<file path="config.mk">
export PLATFORM = sky130hd
export DESIGN_NAME = double_ended_queue
export DESIGN_NICKNAME = d
export VERILOG_FILES = /design/src/rtl/core/deq_pkg.sv /design/src/rtl/core/double_ended_queue.sv /design/src/rtl/core/deq_ram.sv
export SDC_FILE = /design/constraint.sdc
export NUM_CORES = 2
export LEC_CHECK = 0
export BUFFER_PORTS_ARGS = -buffer_cell sky130_fd_sc_hd__buf_2
export CAP_MARGIN = 20
export CORE_ASPECT_RATIO = 2
export CORE_MARGIN = 4
export CORE_UTILIZATION = 60
export CTS_BUF_LIST = sky130_fd_sc_hd__clkbuf_4 sky130_fd_sc_hd__clkbuf_8
export DETAILED_ROUTE_END_ITERATION = 6
export PLACE_DENSITY = 0.76
export SLEW_MARGIN = 20
export SYNTH_ARGS = -nofsm -noshare
export SYNTH_HDL_FRONTEND = slang
export SYNTH_SLANG_ARGS = --single-unit
</file>
<file path="constraint.sdc">
create_clock -name clk_i -period 7.2 [get_ports clk_i]
set_clock_uncertainty 0.2 [all_clocks]
set_input_delay 0.72 -clock clk_i [delete_from_list [all_inputs] [get_ports clk_i]]
set_output_delay 0.72 -clock clk_i [all_outputs]
set_load 0.02 [all_outputs]
</file>
<file path="src/rtl/core/deq_pkg.sv">
package deq_pkg;

  // Storage geometry.
  localparam int unsigned DEPTH    = 64;
  localparam int unsigned IDX_W    = (DEPTH > 1) ? $clog2(DEPTH) : 1;
  localparam int unsigned CNT_W    = $clog2(DEPTH + 1);
  localparam int unsigned DATA_W   = 32;
  localparam int unsigned CMD_W    = 3;
  localparam int unsigned STATUS_W = 2;

  typedef logic [IDX_W-1:0] idx_t;
  typedef logic [CNT_W-1:0] cnt_t;

  // Command codes carried by a request.
  typedef enum logic [CMD_W-1:0] {
    CMD_RESET_ONE  = 3'd0,
    CMD_PUSH_FRONT = 3'd1,
    CMD_PUSH_BACK  = 3'd2,
    CMD_POP_FRONT  = 3'd3,
    CMD_POP_BACK   = 3'd4,
    CMD_DISPLAY    = 3'd5
  } cmd_e;

  // Status codes returned with each result.
  typedef enum logic [STATUS_W-1:0] {
    STATUS_OK    = 2'd0,
    STATUS_EMPTY = 2'd1,
    STATUS_FULL  = 2'd2
  } status_e;

  // Control states of the sequencer.
  typedef enum logic [1:0] {
    ST_IDLE = 2'd0,
    ST_DISP = 2'd1,
    ST_WAIT = 2'd2
  } state_e;

  // Ring position base + off, both below DEPTH.
  function automatic idx_t ring_add(input idx_t base, input idx_t off);
    logic [IDX_W:0] sum;
    sum = {1'b0, base} + {1'b0, off};
    if (sum >= (IDX_W + 1)'(DEPTH)) begin
      sum = sum - (IDX_W + 1)'(DEPTH);
    end
    return sum[IDX_W-1:0];
  endfunction

  // Ring position one step before base.
  function automatic idx_t ring_dec(input idx_t base);
    idx_t res;
    if (base == '0) begin
      res = IDX_W'(DEPTH - 1);
    end else begin
      res = base - IDX_W'(1);
    end
    return res;
  endfunction

endpackage

</file>
<file path="src/rtl/core/double_ended_queue.sv">
// Channel   Direction  Handshake                  Payload
// request   in         start, accepted if !busy   command_i, value_i
// result    out        done_o, one-cycle strobe   status_o, element_o, last_o
//
// Reset-to-one, pushes, and pops or displays on an empty list need no memory read;
// the result strobes in the cycle after the request.
// Pops make one memory read, whose data passes the memory's read register
// and then the result registers; a display streams one element per cycle.
// The single read port of the element memory sets the display rate.
// Reset empties the list at once; memory contents are not cleared.
// The receiver cannot stall; busy holds off new requests.
module double_ended_queue
  import deq_pkg::*;
(
  input  logic                     clk_i,
  input  logic                     rst_ni,
  input  logic                     start,
  output logic                     busy,
  input  logic [CMD_W-1:0]         command_i,
  input  logic signed [DATA_W-1:0] value_i,
  output logic                     done_o,
  output logic [STATUS_W-1:0]      status_o,
  output logic signed [DATA_W-1:0] element_o,
  output logic                     last_o
);

  state_e state_q, state_d;
  idx_t   head_q, head_d;
  cnt_t   count_q, count_d;
  idx_t   idx_q, idx_d;
  logic   rd_vld_q, rd_vld_d;
  logic   rd_last_q, rd_last_d;

  logic              done_q, done_d;
  status_e           status_q, status_d;
  logic [DATA_W-1:0] element_q, element_d;
  logic              last_q, last_d;

  logic              mem_we;
  idx_t              mem_waddr;
  logic [DATA_W-1:0] mem_wdata;
  logic              mem_re;
  idx_t              mem_raddr;
  logic [DATA_W-1:0] mem_rdata;

  logic accept;
  logic full;
  logic empty;
  cnt_t count_m1;
  logic disp_last;

  assign accept    = start && (state_q == ST_IDLE);
  assign full      = (count_q == CNT_W'(DEPTH));
  assign empty     = (count_q == '0);
  assign count_m1  = count_q - CNT_W'(1);
  assign disp_last = ((CNT_W'(idx_q) + CNT_W'(1)) == count_q);

  deq_ram #(
    .WIDTH(DATA_W),
    .DEPTH(DEPTH)
  ) u_store (
    .clk_i  (clk_i),
    .we_i   (mem_we),
    .waddr_i(mem_waddr),
    .wdata_i(mem_wdata),
    .re_i   (mem_re),
    .raddr_i(mem_raddr),
    .rdata_o(mem_rdata)
  );

  // Sequencer: decode requests, update pointers, issue memory accesses.
  always_comb begin
    state_d   = state_q;
    head_d    = head_q;
    count_d   = count_q;
    idx_d     = idx_q;
    rd_vld_d  = 1'b0;
    rd_last_d = 1'b0;
    mem_we    = 1'b0;
    mem_waddr = '0;
    mem_wdata = value_i;
    mem_re    = 1'b0;
    mem_raddr = head_q;

    // A read issued last cycle lands here and becomes a result.
    done_d    = rd_vld_q;
    status_d  = STATUS_OK;
    element_d = rd_vld_q ? mem_rdata : '0;
    last_d    = rd_vld_q ? rd_last_q : 1'b1;

    case (state_q)
      ST_IDLE: begin
        if (accept) begin
          case (cmd_e'(command_i))
            CMD_RESET_ONE: begin
              mem_we    = 1'b1;
              mem_waddr = '0;
              head_d    = '0;
              count_d   = CNT_W'(1);
              done_d    = 1'b1;
            end
            CMD_PUSH_FRONT: begin
              done_d = 1'b1;
              if (full) begin
                status_d = STATUS_FULL;
              end else begin
                head_d    = ring_dec(head_q);
                mem_we    = 1'b1;
                mem_waddr = ring_dec(head_q);
                count_d   = count_q + CNT_W'(1);
              end
            end
            CMD_PUSH_BACK: begin
              done_d = 1'b1;
              if (full) begin
                status_d = STATUS_FULL;
              end else begin
                mem_we    = 1'b1;
                mem_waddr = ring_add(head_q, count_q[IDX_W-1:0]);
                count_d   = count_q + CNT_W'(1);
              end
            end
            CMD_POP_FRONT: begin
              if (empty) begin
                done_d   = 1'b1;
                status_d = STATUS_EMPTY;
              end else begin
                mem_re    = 1'b1;
                mem_raddr = head_q;
                head_d    = ring_add(head_q, IDX_W'(1));
                count_d   = count_m1;
                rd_vld_d  = 1'b1;
                rd_last_d = 1'b1;
                state_d   = ST_WAIT;
              end
            end
            CMD_POP_BACK: begin
              if (empty) begin
                done_d   = 1'b1;
                status_d = STATUS_EMPTY;
              end else begin
                mem_re    = 1'b1;
                mem_raddr = ring_add(head_q, count_m1[IDX_W-1:0]);
                count_d   = count_m1;
                rd_vld_d  = 1'b1;
                rd_last_d = 1'b1;
                state_d   = ST_WAIT;
              end
            end
            CMD_DISPLAY: begin
              if (empty) begin
                done_d   = 1'b1;
                status_d = STATUS_EMPTY;
              end else begin
                mem_re    = 1'b1;
                mem_raddr = head_q;
                rd_vld_d  = 1'b1;
                if (count_q == CNT_W'(1)) begin
                  rd_last_d = 1'b1;
                  state_d   = ST_WAIT;
                end else begin
                  idx_d   = IDX_W'(1);
                  state_d = ST_DISP;
                end
              end
            end
            default: begin
              // Unused command codes are dropped without a result.
            end
          endcase
        end
      end
      ST_DISP: begin
        mem_re    = 1'b1;
        mem_raddr = ring_add(head_q, idx_q);
        rd_vld_d  = 1'b1;
        rd_last_d = disp_last;
        if (disp_last) begin
          state_d = ST_WAIT;
        end else begin
          idx_d = idx_q + IDX_W'(1);
        end
      end
      ST_WAIT: begin
        state_d = ST_IDLE;
      end
      default: begin
        state_d = ST_IDLE;
      end
    endcase
  end

  // Control registers.
  always_ff @(posedge clk_i or negedge rst_ni) begin
    if (!rst_ni) begin
      state_q   <= ST_IDLE;
      head_q    <= '0;
      count_q   <= '0;
      idx_q     <= '0;
      rd_vld_q  <= 1'b0;
      rd_last_q <= 1'b0;
      done_q    <= 1'b0;
    end else begin
      state_q   <= state_d;
      head_q    <= head_d;
      count_q   <= count_d;
      idx_q     <= idx_d;
      rd_vld_q  <= rd_vld_d;
      rd_last_q <= rd_last_d;
      done_q    <= done_d;
    end
  end

  // Result payload registers.
  always_ff @(posedge clk_i) begin
    status_q  <= status_d;
    element_q <= element_d;
    last_q    <= last_d;
  end

  assign busy      = (state_q != ST_IDLE);
  assign done_o    = done_q;
  assign status_o  = status_q;
  assign element_o = element_q;
  assign last_o    = last_q;

  // The element count never exceeds the capacity.
  assert property (@(posedge clk_i) disable iff (!rst_ni)
    count_q <= CNT_W'(DEPTH))
  else $error("element count above capacity");

  // The head pointer stays inside the ring.
  assert property (@(posedge clk_i) disable iff (!rst_ni)
    head_q < IDX_W'(DEPTH - 1) || head_q == IDX_W'(DEPTH - 1))
  else $error("head pointer outside ring");

  // Every memory read turns into a result strobe.
  assert property (@(posedge clk_i) disable iff (!rst_ni)
    rd_vld_q |=> done_q)
  else $error("memory read did not produce a result");

  // A display in progress walks only over stored elements.
  assert property (@(posedge clk_i) disable iff (!rst_ni)
    (state_q == ST_DISP) |-> (CNT_W'(idx_q) < count_q))
  else $error("display index beyond element count");

  // A request that is not full and pushes grows the list by one.
  assert property (@(posedge clk_i) disable iff (!rst_ni)
    (accept && !full && (command_i == CMD_PUSH_FRONT || command_i == CMD_PUSH_BACK))
    |=> (count_q == $past(count_q) + CNT_W'(1)))
  else $error("push did not grow the list");

endmodule

</file>
<file path="src/rtl/core/deq_ram.sv">
module deq_ram #(
  parameter int unsigned WIDTH = 32,
  parameter int unsigned DEPTH = 64,
  parameter int unsigned AW    = (DEPTH > 1) ? $clog2(DEPTH) : 1
) (
  input  logic             clk_i,
  input  logic             we_i,
  input  logic [AW-1:0]    waddr_i,
  input  logic [WIDTH-1:0] wdata_i,
  input  logic             re_i,
  input  logic [AW-1:0]    raddr_i,
  output logic [WIDTH-1:0] rdata_o
);

  logic [WIDTH-1:0] mem_q [DEPTH];
  logic [WIDTH-1:0] rdata_q;

  // Single write port.
  always_ff @(posedge clk_i) begin
    if (we_i) begin
      mem_q[waddr_i] <= wdata_i;
    end
  end

  // Registered read port.
  always_ff @(posedge clk_i) begin
    if (re_i) begin
      rdata_q <= mem_q[raddr_i];
    end
  end

  assign rdata_o = rdata_q;

endmodule

</file>
# --- Word level (Yosys, flattened, before mapping) ---
# Memories as Yosys holds them, arrays and structs flattened. A register that Yosys moved wholly into a read port is not among the register bits.
# Cells that the tools add are included.
# W data, S select, Z words.
word_totals:
  regBits: 59
  ramBits: 2048
  output_inout_bits: 37
  elab_cells: 123
  memories: 1
classes:
  n_addsub: 13
  magnitude_cmp: 4
  eq_ne: 22
  n_mux: 55
  reduce_logical: 18
mem_list:
  columns: ["name", "depth", "width", "read_ports", "rd_clocked_by_memory_dff", "wr", "line", "rtl"]
  rows:
  - ["u_store.mem_q", 64, 32, 1, 1, 1, "deq_ram.sv:15", "logic [WIDTH-1:0] mem_q [DEPTH];"]
ops:
  columns: ["operator", "count"]
  rows:
  - ["$mux W6", 19]
  - ["$pmux W6 S2", 3]
  - ["$sub A6 B1 Y6 const B", 5]
  - ["$ge A7 B7 Y1 const B", 4]
  - ["$add A6 B6 Y7", 3]
  - ["$pmux W7 S3", 1]
  - ["$ne A2 B2 Y1 const B", 9]
  - ["$pmux W6 S3", 1]
  - ["$mux W1", 15]
  - ["$reduce_and A5 Y1", 3]
  - ["$add A6 B1 Y7 const B", 2]
  - ["$mux W7", 2]
  - ["$mux W2", 6]
  - ["$pmux W2 S2", 3]
  - ["$pmux W1 S2", 5]
  - ["$add A7 B1 Y7 const B", 1]
  - ["$eq A7 B1 Y1 const B", 1]
  - ["$eq A7 B7 Y1", 1]
  - ["$eq A7 B7 Y1 const B", 1]
  - ["$logic_not A7 Y1", 1]
  - ["$sub A7 B1 Y7 const B", 1]
  - ["$add A6 B1 Y6 const B", 1]
  - ["$eq A3 B2 Y1 const B", 2]
  - ["$eq A3 B3 Y1 const B", 2]
  - ["15 further kinds", 20]

# --- Depth between registers and ports, before layout ---
depth:
  depth_word: 8
  mapped_depth: 18
  mapped_depth_nobuf: 14

# --- By module ---
# From an unflattened synthesis, not the netlist that was laid out.
unflattened:
  cells_unflattened: 3933
  area_unflattened_um2: 83037.1
by_module_without_submodules:
  columns: ["module", "instances", "cells_each", "area_each_um2", "seq_area_each_um2"]
  rows:
  - ["deq_ram", 1, 3511, 79359.9, 62459.9]
  - ["double_ended_queue", 1, 422, 3677.3, 1301.2]

# --- Worst setup path after synthesis ---
# Ideal clock, no wire load.
synth_path:
  kind: "input port to flip-flop"
  start: "input command_i[1]"
  end: "register u_store.rdata_q[0] (netlist: u_store.rdata_o[0]) (read register of u_store.mem_q) (enable)"
  setup_time_ns: 0.468
  arrival_ns: 3.905
  setup_slack_ns: 2.628
  path_stages: 5
  cell_sequence: "clkbuf_1 nand2_1 nor2_1 o21ai_0 o21ai_0"
synth_between:
  elab_chain_cells: 5
  word_cells_on_any_way: 10
  cone_classes: "eq/ne (3); mux (6); reduce/logical (1)"
synth_rtl:
  columns: ["item", "line", "rtl"]
  rows:
  - ["from (decl)", "double_ended_queue.sv:19", "input logic [CMD_W-1:0] command_i,"]
  - ["$eq A3 B3 Y1 / $eq A3 B2 Y1 (equally long branches)", "double_ended_queue.sv:94", "case (cmd_e'(command_i))"]
  - ["$reduce_or A3 Y1 (no line) (*)", null, null]
  - ["$mux W1 (*)", null, null]
  - ["$mux W1 (*)", "double_ended_queue.sv:93", "if (accept) begin"]
  - ["$pmux W1 S2 (*)", "double_ended_queue.sv:91", "case (state_q)"]
  - ["net mem_re", "double_ended_queue.sv:42", "logic mem_re;"]
  - ["to (decl)", "deq_ram.sv:16", "logic [WIDTH-1:0] rdata_q;"]
# Mark *: on every way through the listed nets, which the timed path passes. The rest lies on a longest branch.
# A chain may end at the register's enable or synchronous reset.

# --- Worst setup path after layout ---
layout_path:
  start: "register count_q[3]"
  end: "register u_store.rdata_q[7] (netlist: u_store.rdata_o[7]) (read register of u_store.mem_q), data pin"
layout_between:
  elab_chain_cells: 8
  word_cells_on_any_way: 14
  cone_classes: "add/sub (3); order compare (1); mux (9); reduce/logical (1)"
layout_rtl:
  columns: ["item", "line", "rtl"]
  rows:
  - ["from (decl)", "double_ended_queue.sv:29", "cnt_t count_q, count_d;"]
  - ["from (signal assigned)", "double_ended_queue.sv:206", "count_q <= count_d;"]
  - ["$sub A7 B1 Y7", "double_ended_queue.sv:55", "assign count_m1 = count_q - CNT_W'(1);"]
  - ["$add A6 B6 Y7", "deq_pkg.sv:41", "sum = {1'b0, base} + {1'b0, off};"]
  - ["$sub A6 B1 Y6 / $ge A7 B7 Y1 (equally long branches)", "deq_pkg.sv:43, deq_pkg.sv:42", null]
  - ["$mux W6", "deq_pkg.sv:42", "if (sum >= (IDX_W + 1)'(DEPTH)) begin"]
  - ["$mux W6", "double_ended_queue.sv:138", "if (empty) begin"]
  - ["$mux W6", null, null]
  - ["$mux W6", "double_ended_queue.sv:93", null]
  - ["$pmux W6 S2", "double_ended_queue.sv:91", null]
# Several ways; a longest one is shown, not always the timed one.

==> summary.txt <==
slew of the pin with the lowest slew margin: 1.28 ns
Setup Buffers After CTS: 0
worst r2r path cells: 10
fin crit share: 85.1%
Tot GR Track Use: 36.3%
# rows: 195
critical path arrival: 6.56 ns
# clock sinks: 2139
reg-to-reg critical path startpoint: count_q[3]
final wirelength: 273000 um
Post-synth top cells: 2080 x edfxtp_1, 1610 x nand2_1, 515 x nand3_1
vias in the first global route: 55417
min-delay src: start
most frequent cell after synthesis: edfxtp_1
grt ovf: 0
Synth Flop Type: edfxtp_1
initial core utilization: 60.3%
fin. max-slew vios: 0
Post-Syn Nets: 6161
chip height: 540 um
Die Wd: 274 um
Wirelength per Cell: 32.6 um
Vias: 57329
Power Density: 453 nW/um2
Yosys top cell area share: 73.4%
Max VDD drop: 0.696 mV
DR vias/cell: 6.83
# DRC: 0
share of layout cells above drive strength 1: 13.8%
Unique masters post-synth: 79
Crit. End Element: flip-flop
number of synthesized flops with an enable pin: 2080
Max FO, Critical Path: 63
DP Wirelength: 167000 um
total CTS buffers: 282
synth top area cells: edfxtp_1 73%, nand2_1 7.1%, nand3_1 3.0%
max cap viols: 0
GPL Wtd Cong: 0.947
core area: 141000 um2
# H-tree levels: 5
DR iter-0 viols: 9495
largest family of logic cells by synthesized area: simple AND/OR/NAND/NOR gates
CTS tree: done
Reg clk slew, reported paths: 0.07 ns
first-pass GRT wire length: 383000 um
XOR/XNOR Fraction of Synth Area: 0.237%
Die Area: 148000 um2
Buf/Inv on CP: 2
P&R area growth vs syn: 11.3%
outcome: complete, no violations
Synth async-reset ratio: 1.12%
Crit path largest cell delay: 0.88 ns
Sum Neg Setup Slack: 0 ns
register area share after synthesis: 75.0%
fraction of the mapped netlist area in adder cells: 0.394%
kind of critical path: flip-flop to flip-flop
DRT Pass-1 Iters: 6
Root Driver: clkbuf_8
Leak: 0.0322 uW
Worst path top cell family by delay: compound AO/OA/AOI/OAI gates
initial antenna violation count: 18
Synth Instances: 6098
mux contribution to synthesized area: 2.51%
relative slew slack: 14.7%
hold slack: 0.0789 ns
WHS Endpoint: status_o[1]
cell-by-cell trace of the critical path: or4_4 > o211ai_2 > mux2_8 > buf_12 > buf_4 > and3_1 > a311oi_1 > a31oi_1 > a22oi_1 > and4_1
# IOs: 75
FMAX: 0.163 GHz
setup slack, reg-to-reg: 1.07 ns
Max clock buf depth: 4
final core utilization: 67.1%
Syn Std Cell Area: 85100 um2
Yosys warning count: 0
Compound-Gate Fraction of Synth Area: 6.46%
worst-skew pair later-pin latency: 0.91 ns
hold depth: 3
PostCTS Resize Cnt: 0
Setup crit start kind: flip-flop
critical path's slowest cell: o211ai_2
worst hold path class: primary input to flip-flop
largest net degree at the start of global routing: 137
register bit total from synthesis: 2139
IO Port Bufs: 74
Hold Violations, Final: 0
r2r endpoint: u_store.rdata_o[7]
nets: 6376
cell taking the most area after synthesis: edfxtp_1
minimum clock period: 6.13 ns
required time worst endpoint: 7.63 ns
setup violators final: 0
Post-Synth Simple-Gate Area: 12.9%
post-route ant nets: 0
# hold bufs at CTS: 3
unrepaired setup endpoints after global routing: no
Syn Area/Cell: 13.9 um2
## worst register-to-register path, cell delays in order (launching register included)
cell and delay (ns):
dfrtp_1 0.52, or4_4 0.62, o211ai_2 0.89, mux2_8 0.82
buf_12 0.40, buf_4 0.47, and3_1 0.24, a311oi_1 0.05
a31oi_1 0.82, a22oi_1 0.55, and4_1 0.31
## layout make-up
| type | count | area [um2] |
|---|---|---|
| antenna | 8 | 20.0 |
| clock inverter | 107 | 901 |
| inverter | 17 | 63.8 |
| multi-input combinational | 3551 | 19800 |
| fill | 9411 | 46300 |
| clock buffer | 377 | 4680 |
| tap | 1871 | 2340 |
| timing repair buffer | 322 | 3120 |
| sequential | 2139 | 63800 |
## through the flow
step           total power, uW  area (um2)  worst slack, ns  instances
2_1_floorplan            25900       85100             2.63       6098
3_3_place_gp             32900       88300             1.39       7866
3_5_place_dp             33200       88900             1.28       7892
4_1_cts                  42300       94600             1.24       8379
5_1_grt                  44100       94700            0.882       8385
6_report                 42900       94700             1.07       8392
## cells in the final DEF (no fill, tap or decap), types with 11 or more instances in the layout
cell type / n
a31oi_1: 121
clkbuf_4: 81
clkinv_1: 49
a221oi_1: 56
a22oi_1: 27
o22ai_1: 45
clkbuf_8: 296
nand2_1: 1610
mux2i_1: 88
nor2_4: 69
and3_1: 130
ha_1: 22
buf_4: 186
and2_1: 36
mux4_2: 43
dfxtp_1: 35
buf_2: 72
buf_12: 43
edfxtp_1: 2080
inv_1: 17
a32oi_1: 44
a311oi_1: 111
o21ai_0: 52
nor2_1: 56
a21oi_1: 231
xnor2_1: 15
nand4_1: 22
nor4_1: 24
bufinv_16: 16
clkinv_2: 32
nor3_1: 30
nand3_1: 514
o31ai_1: 13
buf_16: 16
dfrtp_1: 23
a211oi_1: 18
nand2b_1: 11
## logic make-up after synthesis
| family | Yosys count |
|---|---|
| buf+inv | 408 |
| fa+ha+maj | 25 |
| flops | 2139 |
| xor+xnor | 23 |
| compound gates | 808 |
| simple gates | 2548 |
| mux | 147 |
## sequential cells by signal, indices dropped and copies added, names as in the netlist, 2 cells and up
register	flops
u_store.mem_q	2048
element_o	32
u_store.rdata_o	32
count_q	7
head_q	6
idx_q	6
state_q	2
status_o	2
## worst max path at each step
| stage | start | to | cells past startpoint |
|---|---|---|---|
| floorplan | command_i[1] | u_store.rdata_o[0] | 5 |
| global placement | count_q[3] | u_store.rdata_o[7] | 10 |
| detailed placement | count_q[3] | u_store.rdata_o[7] | 10 |
| CTS | count_q[3] | u_store.rdata_o[7] | 10 |
| global route | count_q[3] | u_store.rdata_o[7] | 10 |
| finish | count_q[3] | u_store.rdata_o[7] | 10 |
## where the power goes
group / switching, uW / total (uW) / internal, uW
registers: 340 / 14400 / 14100
clock network: 4410 / 9220 / 4810
logic: 13700 / 19300 / 5530
## layer usage
metal	part of all wire, %	vias up	global-route usage (%)
li1	-	23346	-
met1	30	27804	40.9
met2	48	4914	58.1
met3	12	1257	8.34
met4	11	8	31.5
met5	0.023	-	0
Power figures use the tool's default switching activity.
